--- src/i2c_rw_pkg.sv ---
// ----------------------------------------------------------------------------
// i2c_rw_pkg
// Shared types and constants for the bit-banged I2C register write master.
// ----------------------------------------------------------------------------
`default_nettype none

package i2c_rw_pkg;

    // Width of the phase hold counter
    localparam int DelayW = 16;
    // Width of the configuration data bus (widest register)
    localparam int CfgW   = 16;

    localparam logic [7:0] DevAddrReset   = 8'd192;
    localparam logic [15:0] DelayReset    = 16'd100;

    typedef enum logic [1:0] {
        CFG_DEV_ADDR    = 2'd0,
        CFG_DATA_DELAY  = 2'd1,
        CFG_CLOCK_DELAY = 2'd2
    } cfg_idx_t;

    typedef struct packed {
        logic       command;
        logic [7:0] register_address;
        logic [7:0] write_value;
    } cmd_t;

    typedef struct packed {
        logic scl_level;
        logic sda_level;
        logic busy_res;
        logic request_rejected;
        logic transfer_done;
    } rsp_t;

    // Beat class decided by the front end
    typedef enum logic {
        TICK_PLAIN   = 1'b0,
        TICK_REQUEST = 1'b1
    } tick_kind_t;

    typedef struct packed {
        tick_kind_t kind;
        logic [7:0] register_address;
        logic [7:0] write_value;
    } tick_t;

    typedef struct packed {
        logic [7:0]        dev_addr;
        logic [CfgW-1:0]   data_delay;
        logic [CfgW-1:0]   clock_delay;
    } cfg_t;

endpackage

`default_nettype wire

--- src/i2c_rw_front.sv ---
// ----------------------------------------------------------------------------
// i2c_rw_front
// Accepts command beats, tags them as plain ticks or write requests and
// holds them in a two-entry queue for the sequencer.
// ----------------------------------------------------------------------------
`default_nettype none

module i2c_rw_front
    import i2c_rw_pkg::*;
(
    input  wire logic  clk,
    input  wire logic  rst_n,
    input  wire logic  cmd_valid,
    output logic       cmd_ready,
    input  wire cmd_t  cmd_data,
    output logic       tick_valid,
    input  wire logic  tick_ready,
    output tick_t      tick
);

    tick_t       q_reg [2];
    logic        wr_ptr_reg;
    logic        rd_ptr_reg;
    logic [1:0]  count_reg;
    logic [1:0]  count_next;
    logic        push;
    logic        pop;
    tick_t       entry;

    assign cmd_ready  = (count_reg != 2'd2);
    assign tick_valid = (count_reg != 2'd0);
    assign tick       = q_reg[rd_ptr_reg];
    assign push       = cmd_valid && cmd_ready;
    assign pop        = tick_valid && tick_ready;

    always_comb
    begin
        entry.kind             = cmd_data.command ? TICK_REQUEST : TICK_PLAIN;
        entry.register_address = cmd_data.register_address;
        entry.write_value      = cmd_data.write_value;
        count_next = count_reg + 2'(push) - 2'(pop);
    end

    always_ff @(posedge clk or negedge rst_n)
    begin
        if (!rst_n)
        begin
            wr_ptr_reg <= 1'b0;
            rd_ptr_reg <= 1'b0;
            count_reg  <= 2'd0;
        end
        else
        begin
            if (push)
            begin
                wr_ptr_reg <= ~wr_ptr_reg;
            end
            if (pop)
            begin
                rd_ptr_reg <= ~rd_ptr_reg;
            end
            count_reg <= count_next;
        end
    end

    always_ff @(posedge clk)
    begin
        if (push)
        begin
            q_reg[wr_ptr_reg] <= entry;
        end
    end

endmodule

`default_nettype wire

--- src/i2c_rw_back.sv ---
// ----------------------------------------------------------------------------
// i2c_rw_back
// Bus sequencer: advances one tick per queued beat and registers the line
// levels and status into the response stage.
// ----------------------------------------------------------------------------
`default_nettype none

module i2c_rw_back
    import i2c_rw_pkg::*;
(
    input  wire logic  clk,
    input  wire logic  rst_n,
    input  wire cfg_t  cfg,
    input  wire logic  tick_valid,
    output logic       tick_ready,
    input  wire tick_t tick,
    output logic       rsp_valid,
    input  wire logic  rsp_ready,
    output rsp_t       rsp_data
);

    typedef enum logic [2:0] {
        PH_IDLE,
        PH_START,
        PH_BIT,
        PH_ACK,
        PH_STOP
    } phase_t;

    phase_t              phase_reg, phase_next;
    logic [1:0]          step_reg, step_next;
    logic [2:0]          bit_reg, bit_next;
    logic [1:0]          byte_reg, byte_next;
    logic [7:0]          shift_reg, shift_next;
    logic [7:0]          hreg_reg, hreg_next;
    logic [7:0]          hval_reg, hval_next;
    logic [DelayW-1:0]   wait_reg, wait_next;
    logic                sda_reg, sda_next;
    logic                scl_reg, scl_next;
    logic                rsp_valid_reg, rsp_valid_next;
    rsp_t                rsp_reg, rsp_next;
    logic                fire;
    logic                enter;
    logic                use_clk;
    logic                rejected;
    logic                done;
    logic [DelayW-1:0]   delay;

    function automatic logic [7:0] byte_for(input logic [1:0] idx,
                                            input logic [7:0] dev,
                                            input logic [7:0] r,
                                            input logic [7:0] v);
        logic [7:0] b;
        begin
            if (idx == 2'd0)
                b = dev;
            else if (idx == 2'd1)
                b = r;
            else
                b = v;
            return b;
        end
    endfunction

    assign tick_ready = !rsp_valid_reg || rsp_ready;
    assign fire       = tick_valid && tick_ready;
    assign rsp_valid  = rsp_valid_reg;
    assign rsp_data   = rsp_reg;

    always_comb
    begin
        phase_next = phase_reg;
        step_next  = step_reg;
        bit_next   = bit_reg;
        byte_next  = byte_reg;
        shift_next = shift_reg;
        hreg_next  = hreg_reg;
        hval_next  = hval_reg;
        wait_next  = wait_reg;
        sda_next   = sda_reg;
        scl_next   = scl_reg;
        rejected   = 1'b0;
        done       = 1'b0;
        enter      = 1'b0;
        use_clk    = 1'b0;
        delay      = '0;

        if (phase_reg == PH_IDLE)
        begin
            if (tick.kind == TICK_REQUEST)
            begin
                hreg_next  = tick.register_address;
                hval_next  = tick.write_value;
                phase_next = PH_START;
                step_next  = 2'd0;
                bit_next   = 3'd0;
                byte_next  = 2'd0;
                enter      = 1'b1;
            end
        end
        else
        begin
            rejected = (tick.kind == TICK_REQUEST);
            if (wait_reg != '0)
            begin
                wait_next = wait_reg - DelayW'(1);
            end
            else
            begin
                unique case (phase_reg)
                    PH_START:
                    begin
                        if (step_reg < 2'd3)
                        begin
                            step_next = step_reg + 2'd1;
                        end
                        else
                        begin
                            phase_next = PH_BIT;
                            step_next  = 2'd0;
                            byte_next  = 2'd0;
                            bit_next   = 3'd0;
                            shift_next = cfg.dev_addr;
                        end
                    end
                    PH_BIT:
                    begin
                        if (step_reg < 2'd2)
                        begin
                            step_next = step_reg + 2'd1;
                        end
                        else
                        begin
                            shift_next = {shift_reg[6:0], 1'b0};
                            step_next  = 2'd0;
                            if (bit_reg == 3'd7)
                            begin
                                bit_next   = 3'd0;
                                phase_next = PH_ACK;
                            end
                            else
                            begin
                                bit_next = bit_reg + 3'd1;
                            end
                        end
                    end
                    PH_ACK:
                    begin
                        if (step_reg < 2'd2)
                        begin
                            step_next = step_reg + 2'd1;
                        end
                        else
                        begin
                            step_next = 2'd0;
                            if (byte_reg >= 2'd2)
                            begin
                                byte_next  = 2'd0;
                                phase_next = PH_STOP;
                            end
                            else
                            begin
                                byte_next  = byte_reg + 2'd1;
                                bit_next   = 3'd0;
                                shift_next = byte_for(byte_next, cfg.dev_addr,
                                                      hreg_reg, hval_reg);
                                phase_next = PH_BIT;
                            end
                        end
                    end
                    PH_STOP:
                    begin
                        if (step_reg < 2'd2)
                        begin
                            step_next = step_reg + 2'd1;
                        end
                        else
                        begin
                            step_next  = 2'd0;
                            phase_next = PH_IDLE;
                            done       = 1'b1;
                        end
                    end
                    default:
                    begin
                        phase_next = PH_IDLE;
                        step_next  = 2'd0;
                    end
                endcase
                enter = (phase_next != PH_IDLE);
            end
        end

        // Line change and hold time of the step just entered
        if (enter)
        begin
            use_clk = (step_next == 2'd1);
            unique case (phase_next)
                PH_START:
                begin
                    unique case (step_next)
                        2'd0:    sda_next = 1'b1;
                        2'd1:    scl_next = 1'b1;
                        2'd2:    sda_next = 1'b0;
                        default: scl_next = 1'b0;
                    endcase
                end
                PH_BIT:
                begin
                    if (step_next == 2'd0)
                        sda_next = shift_next[7];
                    else
                        scl_next = (step_next == 2'd1);
                end
                PH_ACK:
                begin
                    if (step_next == 2'd0)
                        sda_next = 1'b0;
                    else
                        scl_next = (step_next == 2'd1);
                end
                PH_STOP:
                begin
                    if (step_next == 2'd0)
                        sda_next = 1'b0;
                    else if (step_next == 2'd1)
                        scl_next = 1'b1;
                    else
                        sda_next = 1'b1;
                end
                default:
                begin
                    use_clk = 1'b0;
                end
            endcase
            delay     = use_clk ? DelayW'(cfg.clock_delay) : DelayW'(cfg.data_delay);
            wait_next = (delay == '0) ? '0 : delay - DelayW'(1);
        end

        rsp_next.scl_level        = scl_next;
        rsp_next.sda_level        = sda_next;
        rsp_next.busy_res         = (phase_next != PH_IDLE);
        rsp_next.request_rejected = rejected;
        rsp_next.transfer_done    = done;

        if (fire)
            rsp_valid_next = 1'b1;
        else if (rsp_ready)
            rsp_valid_next = 1'b0;
        else
            rsp_valid_next = rsp_valid_reg;
    end

    always_ff @(posedge clk or negedge rst_n)
    begin
        if (!rst_n)
        begin
            phase_reg     <= PH_IDLE;
            step_reg      <= 2'd0;
            bit_reg       <= 3'd0;
            byte_reg      <= 2'd0;
            shift_reg     <= 8'd0;
            hreg_reg      <= 8'd0;
            hval_reg      <= 8'd0;
            wait_reg      <= '0;
            sda_reg       <= 1'b1;
            scl_reg       <= 1'b1;
            rsp_valid_reg <= 1'b0;
            rsp_reg       <= '0;
        end
        else
        begin
            rsp_valid_reg <= rsp_valid_next;
            if (fire)
            begin
                phase_reg <= phase_next;
                step_reg  <= step_next;
                bit_reg   <= bit_next;
                byte_reg  <= byte_next;
                shift_reg <= shift_next;
                hreg_reg  <= hreg_next;
                hval_reg  <= hval_next;
                wait_reg  <= wait_next;
                sda_reg   <= sda_next;
                scl_reg   <= scl_next;
                rsp_reg   <= rsp_next;
            end
        end
    end

endmodule

`default_nettype wire

--- src/i2c_register_write_master_top.sv ---
// ----------------------------------------------------------------------------
// i2c_register_write_master_top
// Write-only I2C master: one command beat is one bus timing tick.
// ----------------------------------------------------------------------------
// Usage notes:
//   cmd channel: one beat per timing tick. command=1 asks for a register
//     write (register_address, write_value); it is taken only when idle,
//     otherwise the response flags request_rejected.
//   rsp channel: exactly one beat per command beat, in order, carrying the
//     SCL/SDA levels after that tick plus busy / rejected / done flags.
//   Path: a taken command beat passes through the queue register, then
//     the response register, from which its response is offered.
//   Throughput: one beat per cycle sustained; the sequencer retires one
//     queued tick per cycle, limited only by the response register.
//   Stalls: if rsp_ready is low the response register holds, the
//     sequencer pauses and the two-entry queue soaks up two more beats
//     before cmd_ready drops.
//   Reset: both lines high, sequencer idle, queue empty, registers at their
//     defaults (address 0xC0, both delays 100 ticks).
//   Config: write-only port, used while idle; index 3 is ignored.
// ----------------------------------------------------------------------------
`default_nettype none

module i2c_register_write_master_top
    import i2c_rw_pkg::*;
(
    input  wire logic            clk,
    input  wire logic            rst_n,
    input  wire logic            cmd_valid,
    output logic                 cmd_ready,
    input  wire cmd_t            cmd_data,
    output logic                 rsp_valid,
    input  wire logic            rsp_ready,
    output rsp_t                 rsp_data,
    input  wire logic            cfg_write_en,
    input  wire logic [1:0]      cfg_index,
    input  wire logic [CfgW-1:0] cfg_data
);

    cfg_t   cfg_reg;
    logic   tick_valid;
    logic   tick_ready;
    tick_t  tick;

    // Configuration registers
    always_ff @(posedge clk or negedge rst_n)
    begin
        if (!rst_n)
        begin
            cfg_reg.dev_addr    <= DevAddrReset;
            cfg_reg.data_delay  <= DelayReset;
            cfg_reg.clock_delay <= DelayReset;
        end
        else if (cfg_write_en)
        begin
            unique case (cfg_idx_t'(cfg_index))
                CFG_DEV_ADDR:    cfg_reg.dev_addr    <= cfg_data[7:0];
                CFG_DATA_DELAY:  cfg_reg.data_delay  <= cfg_data;
                CFG_CLOCK_DELAY: cfg_reg.clock_delay <= cfg_data;
                default:         cfg_reg             <= cfg_reg;
            endcase
        end
    end

    // Front end: accept and tag beats, two-entry queue
    i2c_rw_front u_front (
        .clk        (clk),
        .rst_n      (rst_n),
        .cmd_valid  (cmd_valid),
        .cmd_ready  (cmd_ready),
        .cmd_data   (cmd_data),
        .tick_valid (tick_valid),
        .tick_ready (tick_ready),
        .tick       (tick)
    );

    // Back end: bus sequencer and response register
    i2c_rw_back u_back (
        .clk        (clk),
        .rst_n      (rst_n),
        .cfg        (cfg_reg),
        .tick_valid (tick_valid),
        .tick_ready (tick_ready),
        .tick       (tick),
        .rsp_valid  (rsp_valid),
        .rsp_ready  (rsp_ready),
        .rsp_data   (rsp_data)
    );

endmodule

`default_nettype wire

--- config.mk ---
export PLATFORM = sky130hd
export DESIGN_NAME = i2c_register_write_master_top
export DESIGN_NICKNAME = d
export VERILOG_FILES = /design/src/i2c_rw_pkg.sv /design/src/i2c_rw_front.sv /design/src/i2c_rw_back.sv /design/src/i2c_register_write_master_top.sv
export SDC_FILE = /design/constraint.sdc
export NUM_CORES = 1
export LEC_CHECK = 0
export BUFFER_PORTS_ARGS = -buffer_cell sky130_fd_sc_hd__buf_2
export CAP_MARGIN = 20
export CORE_UTILIZATION = 61
export DETAILED_ROUTE_END_ITERATION = 8
export HOLD_SLACK_MARGIN = 0.12
export PLACE_DENSITY = 0.86
export SLEW_MARGIN = 20
export SYNTH_ARGS = -nofsm -noshare
export SYNTH_HDL_FRONTEND = slang
export SYNTH_SLANG_ARGS = --single-unit
--- constraint.sdc ---
create_clock -name clk -period 5.3 [get_ports clk]
set_clock_uncertainty 0.2 [all_clocks]
set_input_delay 1.06 -clock clk [delete_from_list [all_inputs] [get_ports clk]]
set_output_delay 1.06 -clock clk [all_outputs]
set_load 0.005 [all_outputs]
==> flow_summary.yaml <==
place:
  dp.cells: 803
  gp_congestion: 0.951
  post-dp-hpwl_um: 10500
  port_buffers: 46
floorplanning:
  die_area_um2: 11800
  rows: 38
  die_w_um: 109
  dieHeight_um: 109
  fp.coreArea_um2: 11000
  initial_core_util_pct: 63.2
  ioPinCount: 47
final_layout:
  antenna_cells: 0
  nets: 732
  syn_to_final_growth_pct: 12.8
  fin_cells: 835
  drive_gt1_share_pct: 23.7
  largest_reg_flops: 40
cts:
  cts.repair.resized: 0
  cts_buffer_depth: 2
  cts_setup_buffers: 0
  numCtsBuffers: 17
  ctsHtreeMaxLevel: 4
  path_clk_slew_ns: 0.06
  cts_sinks: 136
  clk_latency_ns: 0.43
  holdBufCountCts: 0
  ctsRootBufferMaster: "clkbuf_16"
  cts_tree: "done"
critical_path:
  worstRegToRegCells: 16
  reg2reg_slack_ns: 0.85
  crit_fanout: 10
  required_ns: 5.39
  crit_start: "u_back.wait_reg[0]"
  r2r_end: "u_back.wait_reg[15]"
  start_kind: "flop"
  cp.arrival_ns: 4.55
  crit_path_end_kind: "flop"
  r2r-start: "u_back.wait_reg[0]"
  critPathKind: "reg2reg"
  endpoint: "u_back.wait_reg[15]"
synth:
  syn_nets: 687
  synth_top_area_share_pct: 33.1
  synth_flop_cell: "dfrtp_1"
  synth_cell_types: 78
  synth_top_area_cell: "dfrtp_1"
  ys.warnings.count: 0
  synth_seq_cells: 136
  syn_inst: 637
  syn_area_um2: 6950
  synth_area_leaders: "dfrtp_1, edfxtp_1, mux2_2"
  synth-edff-count: 34
  yosysSeqAreaShare_pct: 51.6
  synth_most_common_cell: "dfrtp_1"
  syn_avg_cell_area_um2: 10.9
  async_reset_ff_share_pct: 75.0
  synth_common_cells: "dfrtp_1, nand2_1, nor2_1"
grt:
  grt_overflow: 0
  grt_pass1_wl_um: 25600
  grt_pass1_vias: 5101
  grt_usage_pct: 28.8
  antenna_found_initial: 0
  grt_max_degree: 57
sta:
  setup_viol: 0
  timing.hold.ws_ns: 0.280
  hold_violations: 0
  worst_pin_slew_ns: 0.878
  setup_tns_ns: 0
  clock.fmax_mhz: 224
  rsz0062_at_grt: "no"
  min_period_ns: 4.45
  maxSlewViolCount: 0
  maxSlewHeadroom_pct: 41.0
  period_share_pct: 84.1
power:
  power_frac_clock_pct: 28.8
  ir_worst_vdd_uv: 377
  leakagePower_nw: 3.11
  p_int_w: 0.00251
  power_density_nw_per_um2: 499
  p_comb_share_pct: 28.1
  seqPwrFrac_pct: 43.1
  p_sw_w: 0.00140
  swShare_pct: 35.8
route:
  drc: 0
  routed_via_density: 6.31
  wire_per_inst_um: 18.8
  routed_wl_um: 15700
  vias: 5268
  drt-initial-drc-count: 466
  ant_nets: 0
  drt_first_pass_iters: 9
flow_run:
  maxCapViolations: 0
status:
  status: "finished clean"
hold_path:
  hp-class: "reg2reg"
==> stage by stage <==
step	utilization, %	cell area (um^2)	total power (W)	worst slack (ns)
global placement	66.1	7250	0.00267	1.13
CTS	71.2	7820	0.00390	0.868
detailed placement	66.1	7250	0.00275	0.901
floorplan	-	6950	0.00243	1.31
finish	71.3	7830	0.00391	0.845
global route	71.3	7830	0.00412	0.376
==> cells in the final DEF, fill, tap and decap left out, drive strengths merged, types with 17 or more instances in the layout <==
cell	count
nor2	58
a21oi	35
clkbuf	17
nor3	20
mux2i	25
buf	53
o21ai	48
dfrtp	92
nand2	61
edfxtp	34
mux2	48
==> how the worst min path moves through the flow <==
stage,start,to,cells after the start
after floorplan,u_back.shift_reg[0],u_back.shift_reg[0],2
after global placement,u_back.shift_reg[3],u_back.shift_reg[3],2
after detailed placement,u_back.rsp_data[2],u_back.rsp_data[2],2
after CTS,u_back.rsp_data[2],u_back.rsp_data[2],2
after global routing,u_back.shift_reg[6],u_back.shift_reg[6],2
final,u_back.rsp_data[0],u_back.rsp_data[0],2
==> layer usage <==
| metal | wire, um | global-route usage [%] | vias up | part of all wire (%) |
|---|---|---|---|---|
| met4 | 372 | 12.0 | 0 | 2.4 |
| met5 | 0 | 0 | - | 0 |
| li1 | - | - | 2441 | - |
| met1 | 6510 | 37.6 | 2542 | 42 |
| met3 | 939 | 6.93 | 43 | 6.0 |
| met2 | 7850 | 46.3 | 242 | 50 |
==> layout make-up <==
class	count	area, um^2
fill	722	3150
tap	140	175
clock buffer	17	425
timing repair buffer	53	285
sequential	136	3590
clock inverter	15	143
inverter	10	37.5
multi-input combinational	464	3180
==> worst max-delay path: stages, from the launching register on <==
cell and delay, ns:
dfrtp_1 0.42, inv_1 0.14, ha_1 0.17, nor4b_2 0.22, and4_1 0.51, a21oi_2 0.13
a21oi_4 0.19, nor3b_4 0.32, mux2i_1 0.27, ha_1 0.26, nand2_1 0.14, nor3_1 0.43
nand3b_1 0.21, nor3_1 0.23, mux2i_2 0.18, nand2_2 0.20, o211ai_1 0.12
==> power groups by stage <==
stage	clock [W]	combinational, W	sequential, W
after floorplan	0	0.000856	0.00158
after global placement	0	0.00102	0.00165
after detailed placement	0	0.00107	0.00168
after CTS	0.00114	0.00109	0.00167
after global routing	0.00119	0.00121	0.00172
final	0.00112	0.00110	0.00168
==> kinds of logic (layout without fill, tap and decap cells) <==
kind of cell | Yosys count | count (layout) | synth area share, %
AO/OA/AOI/OAI | 141 | 141 | 13.3
XOR/XNOR | 27 | 27 | 3.40
adder cells (fa/ha/maj) | 10 | 10 | 1.80
buffers and inverters | 37 | 95 | 2.86
flip-flops | 136 | 136 | 51.6
multiplexers | 73 | 73 | 11.4
AND/OR/NAND/NOR | 213 | 213 | 15.5
No activity file was read; power rests on OpenSTA's default activity.
